$ cat src/rtl/i2cm_pkg.sv
package i2cm_pkg;

   typedef enum logic [3:0] {
      PH_IDLE, PH_ST_HI, PH_ST_LO, PH_RS_LO, PH_WB_LO, PH_WB_HI, PH_ACK_LO,
      PH_ACK_WAIT, PH_NEED, PH_RB_LO, PH_RB_HI, PH_MA_LO, PH_MA_HI, PH_SP_LO,
      PH_SP_HI
   } phase_type;

   typedef enum logic [1:0] {KIND_ADDR, KIND_REG, KIND_DATA, KIND_RADDR} kind_type;

   typedef enum logic [1:0] {OP_TICK, OP_WRITE, OP_READ, OP_DATA} op_type;

   typedef enum logic [1:0] {ERR_NONE, ERR_ADDR, ERR_REG, ERR_DATA} err_type;

   typedef enum logic [1:0] {
      CSR_DEVICE_ADDRESS, CSR_HALF_PERIOD_TICKS, CSR_READ_LOW_TICKS, CSR_ACK_TIMEOUT_TICKS
   } csr_type;

   localparam int MAX_BYTES = 255;

   localparam logic [7:0]  DEVICE_ADDRESS_RESET    = 8'd0;
   localparam logic [15:0] HALF_PERIOD_TICKS_RESET = 16'd10;
   localparam logic [15:0] READ_LOW_TICKS_RESET    = 16'd30;
   localparam logic [7:0]  ACK_TIMEOUT_TICKS_RESET = 8'd250;

   typedef struct packed {
      logic [7:0]  device_address;
      logic [15:0] half_period_ticks;
      logic [15:0] read_low_ticks;
      logic [7:0]  ack_timeout_ticks;
   } cfg_type;

   typedef struct packed {
      op_type     operation;
      logic [7:0] register_number;
      logic [7:0] byte_count;
      logic [7:0] write_data;
      logic       sda_in;
   } req_type;

   typedef struct packed {
      logic       scl_level;
      logic       sda_level;
      logic       busy_res;
      logic       need_data;
      logic [7:0] read_data;
      logic       read_valid;
      logic       read_last;
      logic       done_res;
      err_type    error_code;
   } rsp_type;

endpackage

$ cat src/rtl/i2cm_seq.sv
module i2cm_seq (
   input  logic              clock,
   input  logic              reset,
   input  logic              step_en,
   input  i2cm_pkg::cfg_type cfg,
   input  i2cm_pkg::req_type req,
   output i2cm_pkg::rsp_type rsp
);
   import i2cm_pkg::*;

   phase_type   phase_ff, phase_in;
   kind_type    kind_ff, kind_in;
   err_type     perr_ff, perr_in;
   logic [15:0] tick_ff, tick_in;
   logic [3:0]  bit_ff, bit_in;
   logic [7:0]  shift_ff, shift_in;
   logic [7:0]  left_ff, left_in;
   logic [7:0]  reg_ff, reg_in;
   logic        is_read_ff, is_read_in;
   logic [7:0]  ackw_ff, ackw_in;

   logic [15:0] tick_inc;
   logic [15:0] phase_len;
   logic        fire;
   logic [3:0]  bit_inc;
   logic [7:0]  left_dec;
   logic [7:0]  count_clamped;

   assign tick_inc  = tick_ff + 16'd1;
   assign phase_len = (phase_ff == PH_RB_LO) ? cfg.read_low_ticks : cfg.half_period_ticks;
   // zero length acts as a single tick
   assign fire      = (phase_len == 16'd0) || (tick_inc >= phase_len);
   assign bit_inc   = bit_ff + 4'd1;
   assign left_dec  = left_ff - 8'd1;
   assign count_clamped = (17'(req.byte_count) > 17'(MAX_BYTES)) ?
                          8'(MAX_BYTES) : req.byte_count;

   // next state
   always_comb begin
      phase_in   = phase_ff;
      kind_in    = kind_ff;
      perr_in    = perr_ff;
      tick_in    = tick_ff;
      bit_in     = bit_ff;
      shift_in   = shift_ff;
      left_in    = left_ff;
      reg_in     = reg_ff;
      is_read_in = is_read_ff;
      ackw_in    = ackw_ff;

      case (phase_ff)
         PH_IDLE: begin
            if (req.operation == OP_WRITE || req.operation == OP_READ) begin
               is_read_in = (req.operation == OP_READ);
               reg_in     = req.register_number;
               left_in    = count_clamped;
               kind_in    = KIND_ADDR;
               perr_in    = ERR_NONE;
               phase_in   = PH_ST_HI;
               tick_in    = '0;
            end
         end
         PH_ST_HI: begin
            tick_in = fire ? '0 : tick_inc;
            if (fire) phase_in = PH_ST_LO;
         end
         PH_ST_LO: begin
            tick_in = fire ? '0 : tick_inc;
            if (fire) begin
               shift_in = (kind_ff == KIND_RADDR) ? (cfg.device_address | 8'h01)
                                                  : cfg.device_address;
               bit_in   = '0;
               phase_in = PH_WB_LO;
            end
         end
         PH_RS_LO: begin
            tick_in = fire ? '0 : tick_inc;
            if (fire) phase_in = PH_ST_HI;
         end
         PH_WB_LO: begin
            tick_in = fire ? '0 : tick_inc;
            if (fire) phase_in = PH_WB_HI;
         end
         PH_WB_HI: begin
            tick_in = fire ? '0 : tick_inc;
            if (fire) begin
               shift_in = {shift_ff[6:0], 1'b0};
               bit_in   = bit_inc;
               phase_in = (bit_inc >= 4'd8) ? PH_ACK_LO : PH_WB_LO;
            end
         end
         PH_ACK_LO: begin
            tick_in = fire ? '0 : tick_inc;
            if (fire) begin
               ackw_in  = '0;
               phase_in = PH_ACK_WAIT;
            end
         end
         PH_ACK_WAIT: begin
            if (!req.sda_in) begin
               tick_in = '0;
               case (kind_ff)
                  KIND_ADDR: begin
                     kind_in  = KIND_REG;
                     shift_in = reg_ff;
                     bit_in   = '0;
                     phase_in = PH_WB_LO;
                  end
                  KIND_REG: begin
                     if (is_read_ff) begin
                        kind_in  = KIND_RADDR;
                        phase_in = PH_RS_LO;
                     end else begin
                        phase_in = (left_ff != 8'd0) ? PH_NEED : PH_SP_LO;
                     end
                  end
                  KIND_DATA: begin
                     left_in  = left_dec;
                     phase_in = (left_dec != 8'd0) ? PH_NEED : PH_SP_LO;
                  end
                  default: begin
                     if (left_ff != 8'd0) begin
                        shift_in = '0;
                        bit_in   = '0;
                        phase_in = PH_RB_LO;
                     end else begin
                        phase_in = PH_SP_LO;
                     end
                  end
               endcase
            end else if (ackw_ff >= cfg.ack_timeout_ticks) begin
               case (kind_ff)
                  KIND_REG:  perr_in = ERR_REG;
                  KIND_DATA: perr_in = ERR_DATA;
                  default:   perr_in = ERR_ADDR;
               endcase
               tick_in  = '0;
               phase_in = PH_SP_LO;
            end else begin
               ackw_in = ackw_ff + 8'd1;
            end
         end
         PH_NEED: begin
            if (req.operation == OP_DATA) begin
               kind_in  = KIND_DATA;
               shift_in = req.write_data;
               bit_in   = '0;
               tick_in  = '0;
               phase_in = PH_WB_LO;
            end
         end
         PH_RB_LO: begin
            tick_in = fire ? '0 : tick_inc;
            if (fire) phase_in = PH_RB_HI;
         end
         PH_RB_HI: begin
            shift_in = {shift_ff[6:0], req.sda_in};
            bit_in   = bit_inc;
            tick_in  = '0;
            if (bit_inc >= 4'd8) begin
               left_in  = left_dec;
               phase_in = PH_MA_LO;
            end else begin
               phase_in = PH_RB_LO;
            end
         end
         PH_MA_LO: begin
            tick_in = fire ? '0 : tick_inc;
            if (fire) phase_in = PH_MA_HI;
         end
         PH_MA_HI: begin
            tick_in = fire ? '0 : tick_inc;
            if (fire) begin
               if (left_ff != 8'd0) begin
                  shift_in = '0;
                  bit_in   = '0;
                  phase_in = PH_RB_LO;
               end else begin
                  phase_in = PH_SP_LO;
               end
            end
         end
         PH_SP_LO: begin
            tick_in = fire ? '0 : tick_inc;
            if (fire) phase_in = PH_SP_HI;
         end
         PH_SP_HI: begin
            tick_in = fire ? '0 : tick_inc;
            if (fire) phase_in = PH_IDLE;
         end
         default: begin
            tick_in  = '0;
            phase_in = PH_IDLE;
         end
      endcase
   end

   // outputs, from the state this tick moves into
   always_comb begin
      rsp = '0;
      case (phase_in)
         PH_ST_LO:  begin rsp.scl_level = 1'b1; rsp.sda_level = 1'b0;        end
         PH_RS_LO:  begin rsp.scl_level = 1'b0; rsp.sda_level = 1'b1;        end
         PH_WB_LO:  begin rsp.scl_level = 1'b0; rsp.sda_level = shift_in[7]; end
         PH_WB_HI:  begin rsp.scl_level = 1'b1; rsp.sda_level = shift_in[7]; end
         PH_ACK_LO: begin rsp.scl_level = 1'b0; rsp.sda_level = 1'b1;        end
         PH_NEED:   begin rsp.scl_level = 1'b0; rsp.sda_level = 1'b1;        end
         PH_RB_LO:  begin rsp.scl_level = 1'b0; rsp.sda_level = 1'b1;        end
         // master ACK, NAK after the last byte
         PH_MA_LO:  begin rsp.scl_level = 1'b0; rsp.sda_level = (left_in == 8'd0); end
         PH_MA_HI:  begin rsp.scl_level = 1'b1; rsp.sda_level = (left_in == 8'd0); end
         PH_SP_LO:  begin rsp.scl_level = 1'b0; rsp.sda_level = 1'b0;        end
         PH_SP_HI:  begin rsp.scl_level = 1'b1; rsp.sda_level = 1'b0;        end
         default:   begin rsp.scl_level = 1'b1; rsp.sda_level = 1'b1;        end
      endcase
      rsp.busy_res   = (phase_in != PH_IDLE);
      rsp.need_data  = (phase_in == PH_NEED);
      rsp.read_valid = (phase_ff == PH_RB_HI) && (phase_in == PH_MA_LO);
      rsp.read_data  = rsp.read_valid ? shift_in : 8'd0;
      rsp.read_last  = rsp.read_valid && (left_in == 8'd0);
      rsp.done_res   = (phase_ff == PH_SP_HI) && fire;
      rsp.error_code = rsp.done_res ? perr_ff : ERR_NONE;
   end

   always_ff @(posedge clock) begin
      if (reset) begin
         phase_ff   <= PH_IDLE;
         kind_ff    <= KIND_ADDR;
         perr_ff    <= ERR_NONE;
         tick_ff    <= '0;
         bit_ff     <= '0;
         shift_ff   <= '0;
         left_ff    <= '0;
         reg_ff     <= '0;
         is_read_ff <= 1'b0;
         ackw_ff    <= '0;
      end else if (step_en) begin
         phase_ff   <= phase_in;
         kind_ff    <= kind_in;
         perr_ff    <= perr_in;
         tick_ff    <= tick_in;
         bit_ff     <= bit_in;
         shift_ff   <= shift_in;
         left_ff    <= left_in;
         reg_ff     <= reg_in;
         is_read_ff <= is_read_in;
         ackw_ff    <= ackw_in;
      end
   end

endmodule

$ cat src/rtl/i2c_master_register_access_core.sv
// Tick-driven I2C master for register reads and writes on one device.
// req channel: one word per bus tick, carrying the sampled SDA level and an
// optional request (start write, start read, or a write byte while need_data
// is shown). rsp channel: one word per accepted req word, with the SCL and
// SDA levels to drive from that tick on plus busy, read byte and done status.
// csr channel: register writes (device address, phase lengths, ACK timeout),
// always ready; write only while no req word is in flight.
// An accepted req word's rsp word is registered in the output register, or in
// the skid entry if that is full. Throughput: one req word per cycle while
// req_stall is low; the sequencer step is a single registered pass.
// When rsp is stalled, results collect in the output register and one skid
// entry; req_stall rises only once both hold a word, so no result is lost.
// Reset: sequencer idle (bus released, SCL and SDA high), registers to their
// defaults, output register and skid emptied.
module i2c_master_register_access_core (
   input  logic              clock,
   input  logic              reset,
   input  logic              req_valid,
   output logic              req_stall,
   input  logic [1:0]        req_operation,
   input  logic [7:0]        req_register_number,
   input  logic [7:0]        req_byte_count,
   input  logic [7:0]        req_write_data,
   input  logic              req_sda_in,
   output logic              rsp_valid,
   input  logic              rsp_stall,
   output logic              rsp_scl_level,
   output logic              rsp_sda_level,
   output logic              rsp_busy_res,
   output logic              rsp_need_data,
   output logic [7:0]        rsp_read_data,
   output logic              rsp_read_valid,
   output logic              rsp_read_last,
   output logic              rsp_done_res,
   output logic [1:0]        rsp_error_code,
   input  logic              csr_valid,
   output logic              csr_ready,
   input  i2cm_pkg::csr_type csr_index,
   input  logic [15:0]       csr_data
);
   import i2cm_pkg::*;

   cfg_type cfg_ff;
   req_type step_req;
   rsp_type step_rsp;
   rsp_type out_ff, out_in;
   rsp_type skid_ff, skid_in;
   logic    out_valid_ff, out_valid_in;
   logic    skid_valid_ff, skid_valid_in;
   logic    accept;
   logic    out_pop;

   assign csr_ready = 1'b1;

   always_ff @(posedge clock) begin
      if (reset) begin
         cfg_ff.device_address    <= DEVICE_ADDRESS_RESET;
         cfg_ff.half_period_ticks <= HALF_PERIOD_TICKS_RESET;
         cfg_ff.read_low_ticks    <= READ_LOW_TICKS_RESET;
         cfg_ff.ack_timeout_ticks <= ACK_TIMEOUT_TICKS_RESET;
      end else if (csr_valid && csr_ready) begin
         case (csr_index)
            CSR_DEVICE_ADDRESS:    cfg_ff.device_address    <= csr_data[7:0];
            CSR_HALF_PERIOD_TICKS: cfg_ff.half_period_ticks <= csr_data;
            CSR_READ_LOW_TICKS:    cfg_ff.read_low_ticks    <= csr_data;
            CSR_ACK_TIMEOUT_TICKS: cfg_ff.ack_timeout_ticks <= csr_data[7:0];
            default: ;
         endcase
      end
   end

   assign step_req.operation       = op_type'(req_operation);
   assign step_req.register_number = req_register_number;
   assign step_req.byte_count      = req_byte_count;
   assign step_req.write_data      = req_write_data;
   assign step_req.sda_in          = req_sda_in;

   assign req_stall = skid_valid_ff;
   assign accept    = req_valid && !req_stall;
   assign out_pop   = out_valid_ff && !rsp_stall;

   i2cm_seq u_seq (
      .clock   (clock),
      .reset   (reset),
      .step_en (accept),
      .cfg     (cfg_ff),
      .req     (step_req),
      .rsp     (step_rsp)
   );

   // output register plus one skid word
   always_comb begin
      out_in        = out_ff;
      out_valid_in  = out_valid_ff;
      skid_in       = skid_ff;
      skid_valid_in = skid_valid_ff;
      if (out_pop) begin
         if (skid_valid_ff) begin
            out_in        = skid_ff;
            skid_valid_in = 1'b0;
         end else begin
            out_in       = step_rsp;
            out_valid_in = accept;
         end
      end else if (accept) begin
         if (out_valid_ff) begin
            skid_in       = step_rsp;
            skid_valid_in = 1'b1;
         end else begin
            out_in       = step_rsp;
            out_valid_in = 1'b1;
         end
      end
   end

   always_ff @(posedge clock) begin
      if (reset) begin
         out_valid_ff  <= 1'b0;
         skid_valid_ff <= 1'b0;
      end else begin
         out_valid_ff  <= out_valid_in;
         skid_valid_ff <= skid_valid_in;
      end
   end

   always_ff @(posedge clock) begin
      out_ff  <= out_in;
      skid_ff <= skid_in;
   end

   assign rsp_valid      = out_valid_ff;
   assign rsp_scl_level  = out_ff.scl_level;
   assign rsp_sda_level  = out_ff.sda_level;
   assign rsp_busy_res   = out_ff.busy_res;
   assign rsp_need_data  = out_ff.need_data;
   assign rsp_read_data  = out_ff.read_data;
   assign rsp_read_valid = out_ff.read_valid;
   assign rsp_read_last  = out_ff.read_last;
   assign rsp_done_res   = out_ff.done_res;
   assign rsp_error_code = 2'(out_ff.error_code);

endmodule

$ cat config.mk
export PLATFORM = sky130hd
export DESIGN_NAME = i2c_master_register_access_core
export DESIGN_NICKNAME = d
export VERILOG_FILES = /design/src/rtl/i2cm_pkg.sv /design/src/rtl/i2cm_seq.sv /design/src/rtl/i2c_master_register_access_core.sv
export SDC_FILE = /design/constraint.sdc
export NUM_CORES = 1
export LEC_CHECK = 0
export ABC_AREA = 1
export BUFFER_PORTS_ARGS = -buffer_cell sky130_fd_sc_hd__clkbuf_2
export CAP_MARGIN = 10
export CORE_MARGIN = 4
export CORE_UTILIZATION = 60
export DETAILED_ROUTE_END_ITERATION = 8
export PLACE_DENSITY_LB_ADDON = 0.12
export SLEW_MARGIN = 15
export SYNTH_ARGS = -nofsm -noshare
export SYNTH_HDL_FRONTEND = slang
export SYNTH_HIERARCHICAL = 1
export SYNTH_SLANG_ARGS = --single-unit
$ cat constraint.sdc
create_clock -name clock -period 5.41 [get_ports clock]
set_clock_uncertainty 0.15 [all_clocks]
set_input_delay 0.541 -clock clock [delete_from_list [all_inputs] [get_ports clock]]
set_output_delay 0.541 -clock clock [all_outputs]
set_load 0.1 [all_outputs]
==> metrics.txt, run 1 <==
worst-margin pin slew 1.06 ns; most common cell after layout, fill and taps aside nand2_1; Data arrival, critical path 4.89 ns; Routed WL per cell 14.6 µm; post-synthesis mux area share 0; Critical R2R Capture rsp_scl_level; Post-Synth XOR/XNOR Area 0.0214; Routed Antenna Nets 0; core area 14,000 µm²; busiest grt layer met2; Post-Synth Adder-Cell Area 0.0523; switching portion of total power 0.321; hold depth 3; Worst R2R Start u_seq/tick_ff[0]; overall routing resource usage 0.279; leakage 4.73 nW; CP Max Fanout 19; largest net degree at the start of global routing 49; layout cells sized above 1 0.0987; total CTS buffers 17; Clk network pwr share 0.394; period utilisation layout 0.899; chip width 128 µm; Min-Delay Endpoint u_seq/reg_ff[5]; Cell Area, Synth 8610 µm²; initial antenna violation count 0; Compound-Gate Fraction of Synth Area 0.128; vias after detailed routing 8,363; Hold Path Class input port to flop; postcts setup bufs 0; hold path start req_register_number[5]; Mapped Nets 1,364; clock slew at reported path FFs 0.07 ns; die area 16,300 µm²; final setup fails 0; Final #Nets 1,421; vias in the first global route 7,710; most frequent cells in the layout 350 x nand2_1, 172 x inv_1, 171 x nor2_1; vias per std cell 5.47; initial core utilization 0.615; Pre-antenna DRT Iters 5; asr flop ratio synth 0; Avg Cell Area, Syn 6.73 µm²; design area 9640 µm²; Resized cells post-CTS 0; top_reg_cell synth dfxtp_1; grt met3 use 0.0583; sequential fraction of the synthesis area 0.377; logic gate share of total power 0.193; Synth-to-Final Area Change 12.0%; EDFF count, synth 34; CTS max path bufs 2; Rows 43; Port Buf Inserts 68; Die Y 128 µm; hpwl dp 16.1 mm; worst r2r path cells 25; slew margin rel. 0.289; Post-Synth Simple-Gate Area 0.318; Int Pwr 2.01 mW; R2R Setup Slk 0.55 ns; pre-CTS WS 0.714 ns; crit path launch type flop; Power per Cell Area 307 nW/µm²; fmax 0.206 GHz; met1 Use GR 0.384; setup ws final 0.549 ns; Fillers 1,266; first-pass GRT wire length 37.1 mm; sequential group share of total power 0.413; Crit path required time 5.44 ns; sw power 949 µW; Root Driver clkbuf_16; 1st-iter DRT viols 692; Top Ports 70; Fin. Hold Viols 0; Routed WL 22.4 mm; Ys Warns 6; H-tree levels 4; clock sinks 145; gpl congestion 1.02; RSZ-0062 raised after global routing false; main combinational cell family by area after synthesis simple AND/OR/NAND/NOR gates; Max Cap Viol 0; post-layout min period 4.86 ns; Netlist cell types 50; CTS tree yes; # DRC 0; Placement Cell Area 9050 µm²; cts-stage hold buffer count 0; cell count after synthesis 1,278; met2 Usage GRT 0.425; Antenna Cells 0; status finished, final reports clean; grt total ovfl 0; setup TNS 0 ns; Clock Latency Late Sink 0.44 ns; Critical Path Sink Type flop; Worst VDD drop 239 µV; number of synthesized register bits 145; critical path class flop to flop; Slew Viols, Final 0
flip-flops by register name, summed over array words and instances (netlist names), 2 cells and up:
signal          count
u_seq/left_ff       8
u_seq/perr_ff       2
u_seq/kind_ff       2
u_seq/ackw_ff       8
skid_ff            17
rsp_read_data       8
cfg_ff             48
u_seq/tick_ff      16
u_seq/reg_ff        8
u_seq/shift_ff      8
u_seq/bit_ff        4
u_seq/phase_ff      4
rsp_error_code      2
cell families after synthesis:
family / after synthesis
fa+ha+maj: 36
buf+inv: 225
flops: 145
other cells: 1
xor+xnor: 21
simple gates: 659
compound gates: 191
worst max-delay path: stages (launching register included):
cell and delay [ns]:
dfxtp_1 0.41, ha_1 0.21, nand3_1 0.13, nor3b_1 0.37
nand3_1 0.19, nor3_1 0.28, nand3_1 0.17, nor2_1 0.15
xor2_1 0.22, ha_1 0.28, nand4_1 0.11, a21oi_1 0.06
nor2_1 0.09, nand2_1 0.06, nor2_1 0.42, nand2_4 0.26
nand2_1 0.15, nand2_1 0.06, nor2_1 0.26, nand2_1 0.13
o21ai_1 0.14, nor2_1 0.06, nand3_1 0.06, nand2_1 0.06
nand2_1 0.06, nand2_1 0.06
how the worst max path moves through the flow:
stage / from / cells after the start / end / slack, ns
after floorplan: u_seq/tick_ff[0] / 25 / rsp_scl_level / 1.35
after global placement: u_seq/tick_ff[0] / 25 / rsp_scl_level / 0.85
after detailed placement: u_seq/tick_ff[0] / 25 / rsp_scl_level / 0.71
after CTS: u_seq/tick_ff[0] / 25 / rsp_scl_level / 0.64
after global routing: u_seq/tick_ff[0] / 25 / rsp_scl_level / 0.04
final: u_seq/tick_ff[0] / 25 / rsp_scl_level / 0.55
cell type report:
type | count | area (µm²) | share of cell area
multi-input cells | 908 | 4470 | 0.464
flip-flops and latches | 145 | 3240 | 0.337
inverters | 185 | 694 | 0.0721
clock buffers | 17 | 425 | 0.0442
repair buffers | 78 | 415 | 0.0431
well taps | 180 | 225 | 0.0234
clock inverters | 15 | 158 | 0.0164
stage by stage:
step / instances / power (mW) / utilization / hold WS, ns
6_report: 1528 / 2.96 / 0.689 / 0.172
5_1_grt: 1528 / 3.10 / 0.689 / 0.183
4_1_cts: 1528 / 2.97 / 0.689 / 0.161
3_5_place_dp: 1496 / 1.80 / 0.647 / 0.309
3_3_place_gp: 1496 / 1.80 / 0.647 / 0.303
2_1_floorplan: 1278 / 1.66 / - / 0.280
cell usage after synthesis (all sizes together) (20+ instances only):
cell type / number / area share
nand2: 354 / 0.16
inv: 181 / 0.079
nor2: 175 / 0.079
dfxtp: 111 / 0.26
nand3: 93 / 0.055
a21oi: 80 / 0.047
o21ai: 58 / 0.034
ha: 36 / 0.052
edfxtp: 34 / 0.12
buf: 20 / 0.014
clkbuf: 20 / 0.0087
metal layers:
metal	part of all wire	vias up
li1	-	4233
met4	0.029	0
met5	0	-
met1	0.46	3727
met2	0.44	345
met3	0.074	58
power by group through the flow:
| stage | Sequential [mW] | Combinational, mW | Clock, mW |
|---|---|---|---|
| CTS | 1.22 | 0.563 | 1.19 |
| global route | 1.23 | 0.634 | 1.24 |
| detailed placement | 1.24 | 0.560 | 0 |
| finish | 1.22 | 0.571 | 1.17 |
| global placement | 1.24 | 0.555 | 0 |
| floorplan | 1.32 | 0.340 | 0 |
(Power assumes the default switching activity.)
==> run 2, diff against run 1 <==
--- a/config.mk
+++ b/config.mk
@@ -8,10 +8,12 @@
 export ABC_AREA = 1
 export BUFFER_PORTS_ARGS = -buffer_cell sky130_fd_sc_hd__clkbuf_2
 export CAP_MARGIN = 10
+export CORE_ASPECT_RATIO = 1.75
 export CORE_MARGIN = 4
 export CORE_UTILIZATION = 60
 export DETAILED_ROUTE_END_ITERATION = 8
 export PLACE_DENSITY_LB_ADDON = 0.12
+export RECOVER_POWER = 25
 export SLEW_MARGIN = 15
 export SYNTH_ARGS = -nofsm -noshare
 export SYNTH_HDL_FRONTEND = slang
==> run 2 against run 1 <==
  * The flow now finishes with violations (capacitance limit, slew limit)
  * Highest routed layer unchanged
  * Largest cell class unchanged
  * Critical endpoint unchanged
  * Clock power rose by 7%
  * Cell count fell by 0.20%
  * Flip-flop and latch count did not move
  * Register-to-register slack improved by 0.16 ns
  * Largest power group is now the clock network
  * Sequential power barely moved
==> metrics.txt, run 2 (synthesis results as in run 1) <==
Top Ports 70; switching portion of total power 0.323; Worst setup startpoint u_seq/tick_ff[0]; total CTS buffers 17; Root Driver clkbuf_16; post-layout min period 4.70 ns; setup TNS 0 ns; logic gate share of total power 0.192; Data arrival, critical path 4.73 ns; Final #Nets 1,421; clock sinks 145; Fin. Hold Viols 0; sequential group share of total power 0.399; Largest register FFs 48; worst r2r path cells 25; gpl congestion 1.02; largest registers cfg_ff: 48 flops, skid_ff: 17 flops, u_seq/tick_ff: 16 flops; 1st-iter DRT viols 603; Port Buf Inserts 68; layout cells sized above 1 0.0979; # DRC 0; Pre-antenna DRT Iters 6; hold slack 0.186 ns; vias after detailed routing 8,495; Slew Viols, Final 46; most common cell after layout, fill and taps aside nand2_1; CP Max Fanout 19; Hold Path Class input port to flop; Final Power 3.06 mW; Die Y 166 µm; grt total ovfl 0; chip width 98.5 µm; slew margin rel. -0.314; core area 14,000 µm²; CTS tree yes; Max Cap Viol 1; overall routing resource usage 0.293; Resized cells post-CTS 0; fmax 0.213 GHz; Synth-to-Final Area Change 12.5%; Power per Cell Area 316 nW/µm²; setup ws final 0.707 ns; Critical Path Sink Type flop; Routed Antenna Nets 0; leakage 4.76 nW; clock slew at reported path FFs 0.07 ns; final setup fails 0; Critical R2R Capture rsp_scl_level; most frequent cells in the layout 350 x nand2_1, 172 x inv_1, 170 x nor2_1; R2R Setup Slk 0.71 ns; cts-stage hold buffer count 0; H-tree levels 4; status complete, but fails checks; Worst R2R Start u_seq/tick_ff[0]; crit path launch type flop; period utilisation layout 0.869; vias in the first global route 8,221; largest net degree at the start of global routing 46; Crit path required time 5.44 ns; Worst VDD drop 257 µV; Setup crit end rsp_scl_level; sw power 987 µW; Routed WL 24.1 mm; critical path class flop to flop; Rows 57; Antenna Cells 0; die area 16,400 µm²; first-pass GRT wire length 38.7 mm; Largest Register cfg_ff; pre-CTS WS 0.564 ns; Clock Latency Late Sink 0.42 ns; worst-margin pin slew 1.97 ns; initial core utilization 0.616; hpwl dp 18.0 mm; vias per std cell 5.57; initial antenna violation count 0; Clk network pwr share 0.409; failing checks capacitance limit, slew limit; Routed WL per cell 15.8 µm; postcts setup bufs 0; Int Pwr 2.07 mW; RSZ-0062 raised after global routing false; CTS max path bufs 2
run 2: worst min path at each step:
stage	from	end	cells past startpoint	slack, ns
detailed placement	cfg_ff[10]	cfg_ff[10]	2	0.31
global route	req_register_number[2]	u_seq/reg_ff[2]	3	0.19
CTS	req_register_number[2]	u_seq/reg_ff[2]	3	0.18
global placement	cfg_ff[9]	cfg_ff[9]	2	0.30
floorplan	u_seq/perr_ff[1]	u_seq/perr_ff[1]	2	0.28
finish	req_register_number[2]	u_seq/reg_ff[2]	3	0.19
run 2: per-layer routing:
layer	wire [µm]	track usage	share of wire	up-vias
met5	0	0	0	-
met4	1530	0.194	0.063	0
met3	1110	0.0448	0.046	110
met2	12700	0.535	0.53	317
met1	8810	0.302	0.37	3849
li1	-	-	-	4219
run 2: cell type report:
class / instances / area, µm²
well taps: 177 / 221
clock buffers: 17 / 425
fillers: 1269 / 4300
inverters: 185 / 694
flip-flops and latches: 145 / 3240
clock inverters: 15 / 204
multi-input cells: 908 / 4480
repair buffers: 78 / 409
run 2: metrics by stage:
stage / utilization / cells / instance area (µm²)
CTS: 0.692 / 1525 / 9680
finish: 0.692 / 1525 / 9680
floorplan: - / 1278 / 8610
global placement: 0.647 / 1493 / 9050
global route: 0.692 / 1525 / 9680
detailed placement: 0.647 / 1493 / 9050
run 2: worst max-delay path: stages (launching register included):
cell     delay [ns]
dfxtp_1        0.40
nand3_1        0.15
nor3b_1        0.32
nand3_1        0.18
nor3_1         0.32
nand3_1        0.17
nor2_1         0.16
nand4_1        0.12
xnor2_1        0.24
ha_1           0.30
a21oi_1        0.15
o21ai_0        0.10
nor2_1         0.11
nand2_1        0.07
nor2_2         0.27
nand2_4        0.22
nand2_1        0.14
nand2_1        0.06
nor2_1         0.27
nand2_1        0.12
o21ai_1        0.15
nor2_1         0.06
nand3_1        0.06
nand2_1        0.06
nand2_1        0.07
nand2_1        0.06
run 2: power groups by stage:
stage / clock network [mW] / logic (mW) / registers [mW]
global placement: 0 / 0.569 / 1.24
floorplan: 0 / 0.340 / 1.32
global route: 1.31 / 0.648 / 1.23
finish: 1.25 / 0.589 / 1.22
detailed placement: 0 / 0.577 / 1.24
CTS: 1.27 / 0.582 / 1.22
